<file path="config.mk">
export PLATFORM = sky130hd
export DESIGN_NAME = top_k_count_tracker_top_flat
export DESIGN_NICKNAME = d
export VERILOG_FILES = /design/src/rtl/core/tkct_pkg.sv /design/src/rtl/core/tkct_in_if.sv /design/src/rtl/core/tkct_out_if.sv /design/src/rtl/core/tkct_cfg_if.sv /design/src/rtl/core/top_k_count_tracker_top.sv /design/src/rtl/core/tkct_mem.sv /design/src/rtl/core/tkct_seq.sv /design/src/flat_wrapper.sv
export SDC_FILE = /design/constraint.sdc
export NUM_CORES = 2
export LEC_CHECK = 0
export BUFFER_PORTS_ARGS = -buffer_cell sky130_fd_sc_hd__buf_2
export CORE_AREA = 2 2 310 312
export CTS_BUF_LIST = sky130_fd_sc_hd__clkbuf_4 sky130_fd_sc_hd__clkbuf_8 sky130_fd_sc_hd__clkbuf_16
export CTS_CLUSTER_DIAMETER = 150
export DETAILED_ROUTE_END_ITERATION = 10
export DIE_AREA = 0 0 312 314
export PLACE_DENSITY = 0.74
export SLEW_MARGIN = 5
export SYNTH_ARGS = -nofsm -noshare
export SYNTH_HDL_FRONTEND = slang
export SYNTH_SLANG_ARGS = --single-unit
</file>
<file path="constraint.sdc">
create_clock -name i_clk -period 5.5 [get_ports i_clk]
set_clock_uncertainty 0.1 [all_clocks]
set_input_delay 0.55 -clock i_clk [delete_from_list [all_inputs] [get_ports i_clk]]
set_output_delay 0.55 -clock i_clk [all_outputs]
set_load 0.02 [all_outputs]
</file>
<file path="src/rtl/core/tkct_pkg.sv">
// Package for the top-K count tracker: entry and result types, field widths,
// function codes. No dependencies; every other file of the block imports it.
package tkct_pkg;

    localparam int unsigned DATA_W  = 32;
    localparam int unsigned LIMIT_W = 5;

    localparam logic [LIMIT_W-1:0] LIMIT_RESET = 5'd16;
    localparam logic [DATA_W-1:0]  SAT_MAX     = 32'hFFFF_FFFF;

    localparam logic FUNC_INSERT  = 1'b0;
    localparam logic FUNC_READOUT = 1'b1;

    // one stored pair, as held in the entry memory
    typedef struct packed {
        logic [DATA_W-1:0] count;
        logic [DATA_W-1:0] phrase;
    } t_entry;

    // one result beat
    typedef struct packed {
        logic [DATA_W-1:0] phrase_id_res;
        logic [DATA_W-1:0] occurrences_res;
        logic              is_summary;
        logic [DATA_W-1:0] total;
        logic              last;
    } t_result;

endpackage

</file>
<file path="src/rtl/core/tkct_in_if.sv">
// Input channel of the top-K count tracker: valid/ready plus one item.
// Depends on tkct_pkg for field widths.
interface tkct_in_if import tkct_pkg::*; ();
    logic              valid;
    logic              ready;
    logic              func;
    logic [DATA_W-1:0] phrase_id;
    logic [DATA_W-1:0] occurrences;

    modport source (output valid, func, phrase_id, occurrences, input ready);
    modport sink   (input valid, func, phrase_id, occurrences, output ready);
endinterface

</file>
<file path="src/rtl/core/tkct_out_if.sv">
// Result channel of the top-K count tracker: valid/ready plus one result.
// Depends on tkct_pkg for field widths.
interface tkct_out_if import tkct_pkg::*; ();
    logic              valid;
    logic              ready;
    logic [DATA_W-1:0] phrase_id_res;
    logic [DATA_W-1:0] occurrences_res;
    logic              is_summary;
    logic [DATA_W-1:0] total;
    logic              last;

    modport source (output valid, phrase_id_res, occurrences_res, is_summary, total, last,
                    input ready);
    modport sink   (input valid, phrase_id_res, occurrences_res, is_summary, total, last,
                    output ready);
endinterface

</file>
<file path="src/rtl/core/tkct_cfg_if.sv">
// Configuration write channel of the top-K count tracker: valid/ready plus
// the keep_limit write data. Depends on tkct_pkg for the width.
interface tkct_cfg_if import tkct_pkg::*; ();
    logic               valid;
    logic               ready;
    logic [LIMIT_W-1:0] keep_limit;

    modport source (output valid, keep_limit, input ready);
    modport sink   (input valid, keep_limit, output ready);
endinterface

</file>
<file path="src/rtl/core/top_k_count_tracker_top.sv">
// Top level of the top-K count tracker: sequencer plus entry memory.
// Depends on tkct_pkg, tkct_in_if, tkct_out_if, tkct_cfg_if, tkct_mem, tkct_seq.
//
//  channel   dir  beat contents
//  i_in      in   func, phrase_id, occurrences
//  o_out     out  phrase_id_res, occurrences_res, is_summary, total, last
//  i_cfg     in   keep_limit
//
// One item at a time; the entry memory port walks one entry per cycle (on readout
// only while results are taken). Insert: from pass-through, empty table or drop
// up to a shift through every stored entry; readout: every entry plus summary.
// Synchronous active-low reset clears fill level, pass count and limit (16);
// entry memory is not cleared, only entries below the fill level are read.
// A stalled result holds the sequencer in pass and readout; inputs are taken when idle.
module top_k_count_tracker_top import tkct_pkg::*; #(
    parameter int unsigned MAX_KEEP = 16
) (
    input  logic       i_clk,
    input  logic       i_rst_n,
    tkct_in_if.sink    i_in,
    tkct_out_if.source o_out,
    tkct_cfg_if.sink   i_cfg
);

    localparam int unsigned AW = (MAX_KEEP > 1) ? $clog2(MAX_KEEP) : 1;

    logic          w_rd_en;
    logic [AW-1:0] w_rd_addr;
    t_entry        w_rd_data;
    logic          w_wr_en;
    logic [AW-1:0] w_wr_addr;
    t_entry        w_wr_data;

    tkct_seq #(
        .MAX_KEEP (MAX_KEEP),
        .AW       (AW)
    ) u_seq (
        .i_clk     (i_clk),
        .i_rst_n   (i_rst_n),
        .i_in      (i_in),
        .o_out     (o_out),
        .i_cfg     (i_cfg),
        .o_rd_en   (w_rd_en),
        .o_rd_addr (w_rd_addr),
        .i_rd_data (w_rd_data),
        .o_wr_en   (w_wr_en),
        .o_wr_addr (w_wr_addr),
        .o_wr_data (w_wr_data)
    );

    tkct_mem #(
        .DEPTH (MAX_KEEP),
        .AW    (AW)
    ) u_mem (
        .i_clk     (i_clk),
        .i_rd_en   (w_rd_en),
        .i_rd_addr (w_rd_addr),
        .o_rd_data (w_rd_data),
        .i_wr_en   (w_wr_en),
        .i_wr_addr (w_wr_addr),
        .i_wr_data (w_wr_data)
    );

endmodule

</file>
<file path="src/rtl/core/tkct_mem.sv">
// Entry memory: one write port, one read port, registered read data.
// Depends on tkct_pkg for the entry type.
module tkct_mem import tkct_pkg::*; #(
    parameter int unsigned DEPTH = 16,
    parameter int unsigned AW    = 4
) (
    input  logic          i_clk,
    input  logic          i_rd_en,
    input  logic [AW-1:0] i_rd_addr,
    output t_entry        o_rd_data,
    input  logic          i_wr_en,
    input  logic [AW-1:0] i_wr_addr,
    input  t_entry        i_wr_data
);

    t_entry r_mem [DEPTH];
    t_entry r_rd_data;

    always_ff @(posedge i_clk) begin
        if (i_wr_en) begin
            r_mem[i_wr_addr] <= i_wr_data;
        end
    end

    // read data holds until the next read
    always_ff @(posedge i_clk) begin
        if (i_rd_en) begin
            r_rd_data <= r_mem[i_rd_addr];
        end
    end

    assign o_rd_data = r_rd_data;

endmodule

</file>
<file path="src/rtl/core/tkct_seq.sv">
// Sequencer of the top-K count tracker: walks the sorted entry memory for
// inserts and readouts, owns fill level, pass count, limit and result register.
// Depends on tkct_pkg and the three channel interfaces.
module tkct_seq import tkct_pkg::*; #(
    parameter int unsigned MAX_KEEP = 16,
    parameter int unsigned AW       = 4
) (
    input  logic          i_clk,
    input  logic          i_rst_n,
    tkct_in_if.sink       i_in,
    tkct_out_if.source    o_out,
    tkct_cfg_if.sink      i_cfg,
    output logic          o_rd_en,
    output logic [AW-1:0] o_rd_addr,
    input  t_entry        i_rd_data,
    output logic          o_wr_en,
    output logic [AW-1:0] o_wr_addr,
    output t_entry        o_wr_data
);

    localparam int unsigned FW = $clog2(MAX_KEEP + 1);
    localparam int unsigned CW = (FW > LIMIT_W) ? FW : LIMIT_W;

    typedef enum logic [2:0] {
        ST_IDLE,
        ST_PASS,
        ST_EV_CHK,
        ST_INS_UP,
        ST_INS_DN,
        ST_PLACE,
        ST_RO_EMIT,
        ST_RO_SUM
    } t_state;

    t_state             r_state, n_state;
    logic [FW-1:0]      r_fill, n_fill;
    logic [FW-1:0]      r_idx, n_idx;
    logic               r_grow, n_grow;
    logic [DATA_W-1:0]  r_passed, n_passed;
    logic [LIMIT_W-1:0] r_limit, n_limit;
    t_entry             r_item, n_item;
    logic               r_out_valid, n_out_valid;
    t_result            r_out, n_out;

    logic [CW-1:0] w_lim;
    logic          w_full;
    logic          w_out_free;
    logic [FW-1:0] w_fill_m1;
    logic [FW-1:0] w_idx_up;
    logic [FW-1:0] w_idx_dn;

    // limit above capacity acts as capacity
    assign w_lim = (CW'(r_limit) > CW'(MAX_KEEP)) ? CW'(MAX_KEEP) : CW'(r_limit);
    assign w_full     = CW'(r_fill) >= w_lim;
    assign w_out_free = !r_out_valid || o_out.ready;
    assign w_fill_m1  = r_fill - FW'(1);
    assign w_idx_up   = r_idx + FW'(1);
    assign w_idx_dn   = r_idx - FW'(1);

    assign i_in.ready  = (r_state == ST_IDLE);
    assign i_cfg.ready = 1'b1;

    assign o_out.valid           = r_out_valid;
    assign o_out.phrase_id_res   = r_out.phrase_id_res;
    assign o_out.occurrences_res = r_out.occurrences_res;
    assign o_out.is_summary      = r_out.is_summary;
    assign o_out.total           = r_out.total;
    assign o_out.last            = r_out.last;

    always_comb begin
        n_state     = r_state;
        n_fill      = r_fill;
        n_idx       = r_idx;
        n_grow      = r_grow;
        n_passed    = r_passed;
        n_limit     = r_limit;
        n_item      = r_item;
        n_out_valid = r_out_valid;
        n_out       = r_out;
        o_rd_en     = 1'b0;
        o_rd_addr   = '0;
        o_wr_en     = 1'b0;
        o_wr_addr   = '0;
        o_wr_data   = r_item;

        if (i_cfg.valid) begin
            n_limit = i_cfg.keep_limit;
        end
        if (r_out_valid && o_out.ready) begin
            n_out_valid = 1'b0;
        end

        case (r_state)
            ST_IDLE: begin
                if (i_in.valid) begin
                    n_item.count  = i_in.occurrences;
                    n_item.phrase = i_in.phrase_id;
                    if (i_in.func == FUNC_READOUT) begin
                        if (r_fill == '0) begin
                            n_state = ST_RO_SUM;
                        end else begin
                            o_rd_en   = 1'b1;
                            o_rd_addr = w_fill_m1[AW-1:0];
                            n_idx     = w_fill_m1;
                            n_state   = ST_RO_EMIT;
                        end
                    end else if (w_lim == '0) begin
                        if (r_passed != SAT_MAX) begin
                            n_passed = r_passed + DATA_W'(1);
                        end
                        n_state = ST_PASS;
                    end else if (w_full) begin
                        // full: look at the smallest (oldest on ties) entry first
                        o_rd_en   = 1'b1;
                        o_rd_addr = '0;
                        n_grow    = 1'b0;
                        n_state   = ST_EV_CHK;
                    end else if (r_fill == '0) begin
                        n_idx   = '0;
                        n_grow  = 1'b1;
                        n_state = ST_PLACE;
                    end else begin
                        o_rd_en   = 1'b1;
                        o_rd_addr = w_fill_m1[AW-1:0];
                        n_idx     = w_fill_m1;
                        n_grow    = 1'b1;
                        n_state   = ST_INS_DN;
                    end
                end
            end
            ST_PASS: begin
                if (w_out_free) begin
                    n_out.phrase_id_res   = r_item.phrase;
                    n_out.occurrences_res = r_item.count;
                    n_out.is_summary      = 1'b0;
                    n_out.total           = r_passed;
                    n_out.last            = 1'b1;
                    n_out_valid           = 1'b1;
                    n_state               = ST_IDLE;
                end
            end
            ST_EV_CHK: begin
                if (i_rd_data.count >= r_item.count) begin
                    n_state = ST_IDLE;
                end else if (r_fill == FW'(1)) begin
                    n_idx   = '0;
                    n_state = ST_PLACE;
                end else begin
                    o_rd_en   = 1'b1;
                    o_rd_addr = AW'(1);
                    n_idx     = FW'(1);
                    n_state   = ST_INS_UP;
                end
            end
            ST_INS_UP: begin
                // evicting walk: entries not above the new count slide down
                if (i_rd_data.count <= r_item.count) begin
                    o_wr_en   = 1'b1;
                    o_wr_addr = w_idx_dn[AW-1:0];
                    o_wr_data = i_rd_data;
                    if (r_idx == w_fill_m1) begin
                        n_state = ST_PLACE;
                    end else begin
                        o_rd_en   = 1'b1;
                        o_rd_addr = w_idx_up[AW-1:0];
                        n_idx     = w_idx_up;
                    end
                end else begin
                    o_wr_en   = 1'b1;
                    o_wr_addr = w_idx_dn[AW-1:0];
                    n_state   = ST_IDLE;
                end
            end
            ST_INS_DN: begin
                // growing walk from the top: larger entries slide up
                if (i_rd_data.count > r_item.count) begin
                    o_wr_en   = 1'b1;
                    o_wr_addr = w_idx_up[AW-1:0];
                    o_wr_data = i_rd_data;
                    if (r_idx == '0) begin
                        n_state = ST_PLACE;
                    end else begin
                        o_rd_en   = 1'b1;
                        o_rd_addr = w_idx_dn[AW-1:0];
                        n_idx     = w_idx_dn;
                    end
                end else begin
                    o_wr_en   = 1'b1;
                    o_wr_addr = w_idx_up[AW-1:0];
                    n_fill    = r_fill + FW'(1);
                    n_state   = ST_IDLE;
                end
            end
            ST_PLACE: begin
                o_wr_en   = 1'b1;
                o_wr_addr = r_idx[AW-1:0];
                if (r_grow) begin
                    n_fill = r_fill + FW'(1);
                end
                n_state = ST_IDLE;
            end
            ST_RO_EMIT: begin
                if (w_out_free) begin
                    n_out.phrase_id_res   = i_rd_data.phrase;
                    n_out.occurrences_res = i_rd_data.count;
                    n_out.is_summary      = 1'b0;
                    n_out.total           = '0;
                    n_out.last            = 1'b0;
                    n_out_valid           = 1'b1;
                    if (r_idx == '0) begin
                        n_state = ST_RO_SUM;
                    end else begin
                        o_rd_en   = 1'b1;
                        o_rd_addr = w_idx_dn[AW-1:0];
                        n_idx     = w_idx_dn;
                    end
                end
            end
            ST_RO_SUM: begin
                if (w_out_free) begin
                    n_out.phrase_id_res   = '0;
                    n_out.occurrences_res = '0;
                    n_out.is_summary      = 1'b1;
                    n_out.total           = (w_lim != '0) ? DATA_W'(r_fill) : r_passed;
                    n_out.last            = 1'b1;
                    n_out_valid           = 1'b1;
                    n_state               = ST_IDLE;
                end
            end
            default: begin
                n_state = ST_IDLE;
            end
        endcase
    end

    always_ff @(posedge i_clk) begin
        r_idx  <= n_idx;
        r_grow <= n_grow;
        r_item <= n_item;
        r_out  <= n_out;
        if (!i_rst_n) begin
            r_state     <= ST_IDLE;
            r_fill      <= '0;
            r_passed    <= '0;
            r_limit     <= LIMIT_RESET;
            r_out_valid <= 1'b0;
        end else begin
            r_state     <= n_state;
            r_fill      <= n_fill;
            r_passed    <= n_passed;
            r_limit     <= n_limit;
            r_out_valid <= n_out_valid;
        end
    end

`ifndef SYNTH
    a_fill_bound: assert property (@(posedge i_clk) disable iff (!i_rst_n)
        CW'(r_fill) <= CW'(MAX_KEEP))
        else $error("fill level above capacity");

    a_fill_step: assert property (@(posedge i_clk) disable iff (!i_rst_n)
        r_fill != $past(r_fill) |-> r_fill == $past(r_fill) + FW'(1))
        else $error("fill level moved by other than one up");

    a_port_clash: assert property (@(posedge i_clk) disable iff (!i_rst_n)
        o_rd_en && o_wr_en |-> o_rd_addr != o_wr_addr)
        else $error("read and write to the same entry in one cycle");

    a_wr_range: assert property (@(posedge i_clk) disable iff (!i_rst_n)
        o_wr_en |-> CW'(o_wr_addr) < CW'(MAX_KEEP))
        else $error("entry write beyond capacity");

    a_summary_last: assert property (@(posedge i_clk) disable iff (!i_rst_n)
        r_out_valid && r_out.is_summary |-> r_out.last)
        else $error("summary beat without last");
`endif

endmodule
</file>
<file path="src/flat_wrapper.sv">
// flat-port wrapper written by rule: the top's interface ports become plain ports
module top_k_count_tracker_top_flat import tkct_pkg::*;
#(
    parameter int unsigned MAX_KEEP = 16
)
  (i_clk, i_rst_n, i_in_valid, i_in_func, i_in_phrase_id, i_in_occurrences, i_in_ready, o_out_valid, o_out_phrase_id_res, o_out_occurrences_res, o_out_is_summary, o_out_total, o_out_last, o_out_ready, i_cfg_valid, i_cfg_keep_limit, i_cfg_ready);
  tkct_in_if i_in_i ();
  tkct_out_if o_out_i ();
  tkct_cfg_if i_cfg_i ();
  input  logic i_clk;
  input  logic i_rst_n;
  input wire logic [$bits(i_in_i.valid)-1:0] i_in_valid;
  input wire logic [$bits(i_in_i.func)-1:0] i_in_func;
  input wire logic [$bits(i_in_i.phrase_id)-1:0] i_in_phrase_id;
  input wire logic [$bits(i_in_i.occurrences)-1:0] i_in_occurrences;
  output wire logic [$bits(i_in_i.ready)-1:0] i_in_ready;
  output wire logic [$bits(o_out_i.valid)-1:0] o_out_valid;
  output wire logic [$bits(o_out_i.phrase_id_res)-1:0] o_out_phrase_id_res;
  output wire logic [$bits(o_out_i.occurrences_res)-1:0] o_out_occurrences_res;
  output wire logic [$bits(o_out_i.is_summary)-1:0] o_out_is_summary;
  output wire logic [$bits(o_out_i.total)-1:0] o_out_total;
  output wire logic [$bits(o_out_i.last)-1:0] o_out_last;
  input wire logic [$bits(o_out_i.ready)-1:0] o_out_ready;
  input wire logic [$bits(i_cfg_i.valid)-1:0] i_cfg_valid;
  input wire logic [$bits(i_cfg_i.keep_limit)-1:0] i_cfg_keep_limit;
  output wire logic [$bits(i_cfg_i.ready)-1:0] i_cfg_ready;
  assign i_in_i.valid = i_in_valid;
  assign i_in_i.func = i_in_func;
  assign i_in_i.phrase_id = i_in_phrase_id;
  assign i_in_i.occurrences = i_in_occurrences;
  assign i_in_ready = i_in_i.ready;
  assign o_out_valid = o_out_i.valid;
  assign o_out_phrase_id_res = o_out_i.phrase_id_res;
  assign o_out_occurrences_res = o_out_i.occurrences_res;
  assign o_out_is_summary = o_out_i.is_summary;
  assign o_out_total = o_out_i.total;
  assign o_out_last = o_out_i.last;
  assign o_out_i.ready = o_out_ready;
  assign i_cfg_i.valid = i_cfg_valid;
  assign i_cfg_i.keep_limit = i_cfg_keep_limit;
  assign i_cfg_ready = i_cfg_i.ready;
  top_k_count_tracker_top #(.MAX_KEEP(MAX_KEEP)) u_core (.i_clk(i_clk), .i_rst_n(i_rst_n), .i_in(i_in_i), .o_out(o_out_i), .i_cfg(i_cfg_i));
endmodule
</file>
==> Yosys cells after proc, flatten, opt, wreduce, memory -nomap -nowiden <==
Memories as Yosys holds them, arrays and structs flattened. A register that Yosys moved wholly into a read port is not among the register bits.
Cells that the tools add are included.
{ "op_classes": {"add_sub_neg": 5, "reduce_logical": 21, "magnitude_cmp": 5, "mux": 76, "n_bitwise": 2, "eq_ne": 27} }
{ "op_table": {"columns": ["operator", "count"], "rows": [
  ["$mux 98", 3],
  ["$pmux 98 s3", 1],
  ["$mux 64", 2],
  ["$pmux 64 s2", 1],
  ["$mux 5", 15],
  ["$mux 4", 10],
  ["$mux 3", 13],
  ["$add 32x1->32 const B", 1],
  ["$ge 32x32->1", 1],
  ["$gt 32x32->1", 1],
  ["$le 32x32->1", 1],
  ["$mux 32", 1],
  ["$ne 32x32->1 const B", 1],
  ["$pmux 5 s5", 1],
  ["$mux 1", 24],
  ["$ne 2x2->1 const B", 11],
  ["$pmux 3 s7", 1],
  ["$pmux 4 s5", 1],
  ["$logic_not 5->1", 3],
  ["$ne 3x3->1 const B", 5],
  ["$eq 3x3->1 const B", 4],
  ["$pmux 4 s3", 1],
  ["$add 5x1->5 const B", 2],
  ["$pmux 5 s2", 1],
  ["other kinds (25)", 31]
]} }
{ "word_totals": {"n_memories": 1, "out_inout_bits": 101, "wordCells": 151, "register_bits": 214, "input_bits": 75, "mem_bits_rw": 1024} }
{ "memory_table": {"columns": ["name", "depth", "word_bits", "read_ports", "rd_ports_with_merged_regs", "write_ports", "line", "rtl"], "rows": [
  ["u_core.u_mem.r_mem", 16, 64, 1, 1, 1, "tkct_mem.sv:16", "t_entry r_mem [DEPTH];"]
]} }

==> Logic depth before layout (Yosys ltp) <==
{ "depth": {"depth_word": 8, "mapped_depth": 16, "ltp_nobuf": 13} }

==> Cells and area by module <==
A second synthesis with hierarchy kept.
{ "hier_totals": {"cells_unflattened": 2594, "hier_area_um2": 51313.0} }
{ "modules_own_cells": {"columns": ["module", "area_each_um2", "seq_area_each_um2", "cells_per_inst", "instances"], "rows": [
  ["tkct_mem", 40222.3, 32671.3, 1647, 1],
  ["tkct_seq", 11090.6, 5965.7, 947, 1]
]} }

==> Worst setup path after synthesis <==
No wires, ideal clock.
{ "synth_timing": {"path_kind": "register -> register", "from": "register u_core.u_seq.r_state[1]", "to": "register u_core.u_seq.r_out (netlist bit u_core.u_seq.o_out.is_summary) (enable)", "arrival_time_ps": 5054, "synth_period_minus_slack_ps": 5710, "required_time_ps": 4844, "path_buffers": 2, "setup_time_ps": 556, "stages_incl_launch_ff": 6, "setup_slack_ps": -210, "cell_sequence": "dfxtp_1 -> buf_4 -> clkbuf_1 -> nand2_1 -> a21boi_0 -> nor2_1"} }
{ "synth_between": {"elab_chain_len": 3, "word_cells_on_any_way": 8, "classes_between": "eq/ne: 6; reduce/logical: 2"} }
{ "synth_rtl": {"columns": ["item", "line", "rtl"], "rows": [
  ["start: declaration", "tkct_seq.sv:35", "t_state r_state, n_state;"],
  ["start signal: assignment", "tkct_seq.sv:248", "r_state <= n_state;"],
  ["$eq 3x1->1 / $eq 3x3->1 (equally long branches)", "tkct_seq.sv:93", "case (r_state)"],
  ["$ne 2x2->1 (no source line) / $reduce_bool 3->1 (equally long branches)", null, null],
  ["$reduce_and 4->1 (no source line) (*)", null, null],
  ["end signal: assignment", "tkct_seq.sv:240", "r_out <= n_out;"],
  ["end: declaration", "tkct_seq.sv:43", "t_result r_out, n_out;"]
]} }
Every way passes the cells marked *; elsewhere a longest branch is shown, timed or not.
A chain may end at the register's enable or synchronous reset.

==> Final worst setup path <==
{ "layout_timing": {"from": "register, netlist name u_core.u_mem.o_rd_data[63]", "to": "register, netlist name u_core.u_mem.o_rd_data[1]"} }
{ "layout_between": {"elab_chain_len": 3, "word_cells_on_any_way": 11, "classes_between": "order compare: 3; mux: 8"} }
{ "layout_rtl": {"columns": ["item", "line", "rtl"], "rows": [
  ["$gt 32x32->1, or another cell as far along", "tkct_seq.sv:176", "if (i_rd_data.count > r_item.count) begin"],
  ["$mux 4, or another cell as far along", "tkct_seq.sv:176", null],
  ["$pmux 4 s5 / $pmux 1 s5 (equally long branches)", "tkct_seq.sv:93", null]
]} }
Parallel ways exist; a longest one is shown, timed or not.

==> run metrics <==
Reg power frac 0.428; area growth from synthesis to layout 14.6%; commonest non-fill, non-tap cells in the layout 1256 x edfxtp_1, 519 x mux2i_1, 257 x o22ai_1; GPL Wtd Cong 0.844; Inst Count DP 4434; post-synth top area share 0.728; Seq/Total Area, Yosys 0.746; EDFF count, synth 1256; DRC viols 0; Startpoint Class register; Mapped Nets 3202; Setup TNS 0 ns; commonest non-fill, non-tap cell in the layout edfxtp_1; Initial Util 0.548; Vias/cell 6.12; largest cells by area after synthesis edfxtp_1 73%, mux2i_1 10%, o22ai_1 3.1%, dfxtp_1 1.8%, nand2_1 1.4%; Worst-Margin Slew approximately 1.2 ns; CTS resizes 0; maximum clock frequency 198 MHz; minimum clock period 5.04 ns; CTS H-tree lvls 4; Tot GR Track Use 0.250; period utilisation layout 0.917; CTS tree built; Syn Inst Count 3083; row cnt around 110; Leakage 19.6 nW; nets@finish roughly 3500; Max Cap Violations 0; switching power of the nets roughly 11 mW; Post-Syn Area ~52000 µm²; Int Power 22.3 mW; first-pass GRT wire length 182000 µm; most used cell, CP buf_12; Die Width 312 µm; Worst R2R Path Depth 13; CP Class reg2reg; Post-Syn Area per Cell between 15 and 20 µm²; IO buf count between 150 and 200; Slowest cell on crit path o221ai_4; Power Density 563 nW/µm²; vias in the first global route roughly 29000; Synth async-reset ratio 0; cell depth of the worst setup path 13; Skew-Pair Late Insertion Delay 0.75 ns; minimum setup slack among reg-to-reg paths ~0.46 ns; leading area contributor after synthesis edfxtp_1; Worst Setup EP u_core.u_mem.o_rd_data[1]; power share of the clock group 0.256; Max-slew headroom 0.207; Non-Filler Instances 4734; Reg-to-Reg Start u_core.u_mem.o_rd_data[63]; outcome finished, final reports clean; clock buffer depth 3; Peak VDD IR 0.516 mV; most common flop cell mapped by yosys edfxtp_1; Crit path buffers/inverters 2; WP data arrival roughly 5.4 ns; initial antenna violation count 1; diodes inserted 0; synth unique cells 74; dpl hpwl roughly 65000 µm; Root Buffer clkbuf_16; Initial DRC Count 3534; grt ovf 0; # clock sinks 1302; synth warn 0; Routed WL per cell 26.0 µm; post-synthesis sequential element count between 1000 and 1500; largest fanout on the critical path 36; cts bufs inserted 130; share of layout cells above drive strength 1 0.163; Max Slew Vio Count 0; unrepaired setup endpoints after global routing false; CP max stage delay 0.59 ns; Crit path max-delay family compound AO/OA/AOI/OAI gates; filler cell count 6597; CP startpoint u_core.u_mem.o_rd_data[63]; Comb pwr share 0.316; via count 29000; worst hold path type in2reg; IO Count 176; crit path cell chain ha_1, nand2_1, o21ai_0, a221oi_1, o21ai_1, a22oi_2, o21a_4, o221ai_4, buf_12, buf_12, mux2i_1, o22ai_1, or4_1; Total Wirelength 123000 µm; largest net degree at the start of global routing 88; die height 314 µm; Net Sw Frac 0.333; Die ar. 98000 µm²; Power, Total 33.4 mW; R2R Path End u_core.u_mem.o_rd_data[1]; FF/Latch Area slightly below 40000 µm²; area occupied by multi-input gates 12200 µm²; Pre-antenna DRT Iters 6; CP Data Required Time between 5 and 6 ns; Post-DRT Antenna Nets 0; clk slew on worst S/H paths roughly 0.06 ns; final setup fails 0; Hold Vio Cnt, Final 0; worst hold margin 0.0453 ns; element type at the critical path end register; Core ar. 94400 µm²
-- synth_stat cells, types with 4 or more instances --
cell type	number
edfxtp_1	1256
mux2i_1	519
o22ai_1	257
nand2_1	195
o21ai_0	85
buf_2	67
mux2_2	64
or4_1	64
clkbuf_1	55
dfxtp_1	46
ha_1	44
nor2_1	44
inv_1	43
nor2b_1	41
and2_1	37
xnor2_1	37
a21oi_1	27
buf_4	23
nand4_1	17
nand3_1	16
buf_6	15
nor3_1	13
a22oi_1	11
xor2_1	8
nand2b_1	7
o221ai_1	6
or3_1	5
a21boi_0	4
and3_1	4
o211ai_1	4
-- metal layers --
| layer | wire length (µm) | track usage | vias to the layer above |
|---|---|---|---|
| li1 | - | - | 12700 |
| met1 | 49000 | 0.338 | 14500 |
| met4 | 3830 | 0.0889 | 0 |
| met5 | 0 | 0 | - |
| met2 | 59800 | 0.413 | 1451 |
| met3 | 10500 | 0.0417 | 263 |
-- sequential cells by signal (all words and copies together), names as in the netlist, 3 cells and up --
| name | cells |
|---|---|
| u_core.u_mem.r_mem | 1024 |
| u_core.u_seq.r_idx | 5 |
| u_core.u_seq.o_out.phrase_id_res | 32 |
| u_core.u_seq.o_out.occurrences_res | 32 |
| u_core.u_seq.r_fill | 5 |
| u_core.u_seq.r_item | 64 |
| u_core.u_mem.o_rd_data | 64 |
| u_core.u_seq.r_limit | 5 |
| u_core.u_seq.r_passed | 32 |
| u_core.u_seq.o_out.total | 32 |
| u_core.u_seq.r_state | 3 |
-- logic make-up after synthesis --
| family | after synthesis | synth area share |
|---|---|---|
| buffers and inverters | 211 | 0.0212 |
| muxes | 583 | 0.114 |
| DFF | 1302 | 0.746 |
| AOI/OAI and AO/OA | 429 | 0.0521 |
| xor gates and xnor gates | 47 | 0.00848 |
| adders and majority gates | 44 | 0.0106 |
| other | 1 | 0.0000724 |
| and+or+nand+nor | 466 | 0.0471 |
-- worst min-delay path by stage --
stage / start / to / cells after the start
final: i_cfg_valid / u_core.u_seq.r_limit[4] / 2
after global routing: i_cfg_valid / u_core.u_seq.r_limit[4] / 2
after CTS: i_cfg_valid / u_core.u_seq.r_limit[4] / 2
after detailed placement: u_core.u_seq.r_passed[18] / u_core.u_seq.r_passed[18] / 2
after global placement: u_core.u_seq.r_passed[18] / u_core.u_seq.r_passed[18] / 2
after floorplan: u_core.u_seq.r_passed[18] / u_core.u_seq.r_passed[18] / 2
-- power by group through the flow --
| stage | Sequential [mW] | Combinational [mW] | Clock [mW] |
|---|---|---|---|
| final | 14.3 | 10.6 | 8.57 |
| after global routing | 14.4 | 11.3 | 9.07 |
| after CTS | 14.3 | 10.5 | 8.67 |
| after detailed placement | 14.5 | 10.4 | 0 |
| after global placement | 14.4 | 10.1 | 0 |
| after floorplan | 14.6 | 6.88 | 0 |
-- area by class of cell --
type | count | share of cell area
Sequential cell | 1302 | 0.651
Timing Repair Buffer | 322 | 0.0435
Inverter | 44 | 0.00280
Multi-Input combinational cell | 1570 | 0.206
Clock buffer | 161 | 0.0594
Clock inverter | 70 | 0.0105
Tap cell | 1265 | 0.0267
-- through the flow --
stage	setup WS [ns]	area, µm²	util
after global routing	0.276	59300	0.628
after detailed placement	0.440	54500	0.577
after floorplan	0.365	51800	-
after global placement	0.630	54500	0.577
final	0.457	59300	0.628
after CTS	0.439	59300	0.628
-- repair_timing --
action                                  in CTS  in global routing
hold buffers                                69                  0
endpoints found under the hold margin       69                  0
setup buffers                                0                  0
endpoints found under the setup margin       0                  0
No activity file was read; power rests on OpenSTA's default activity.
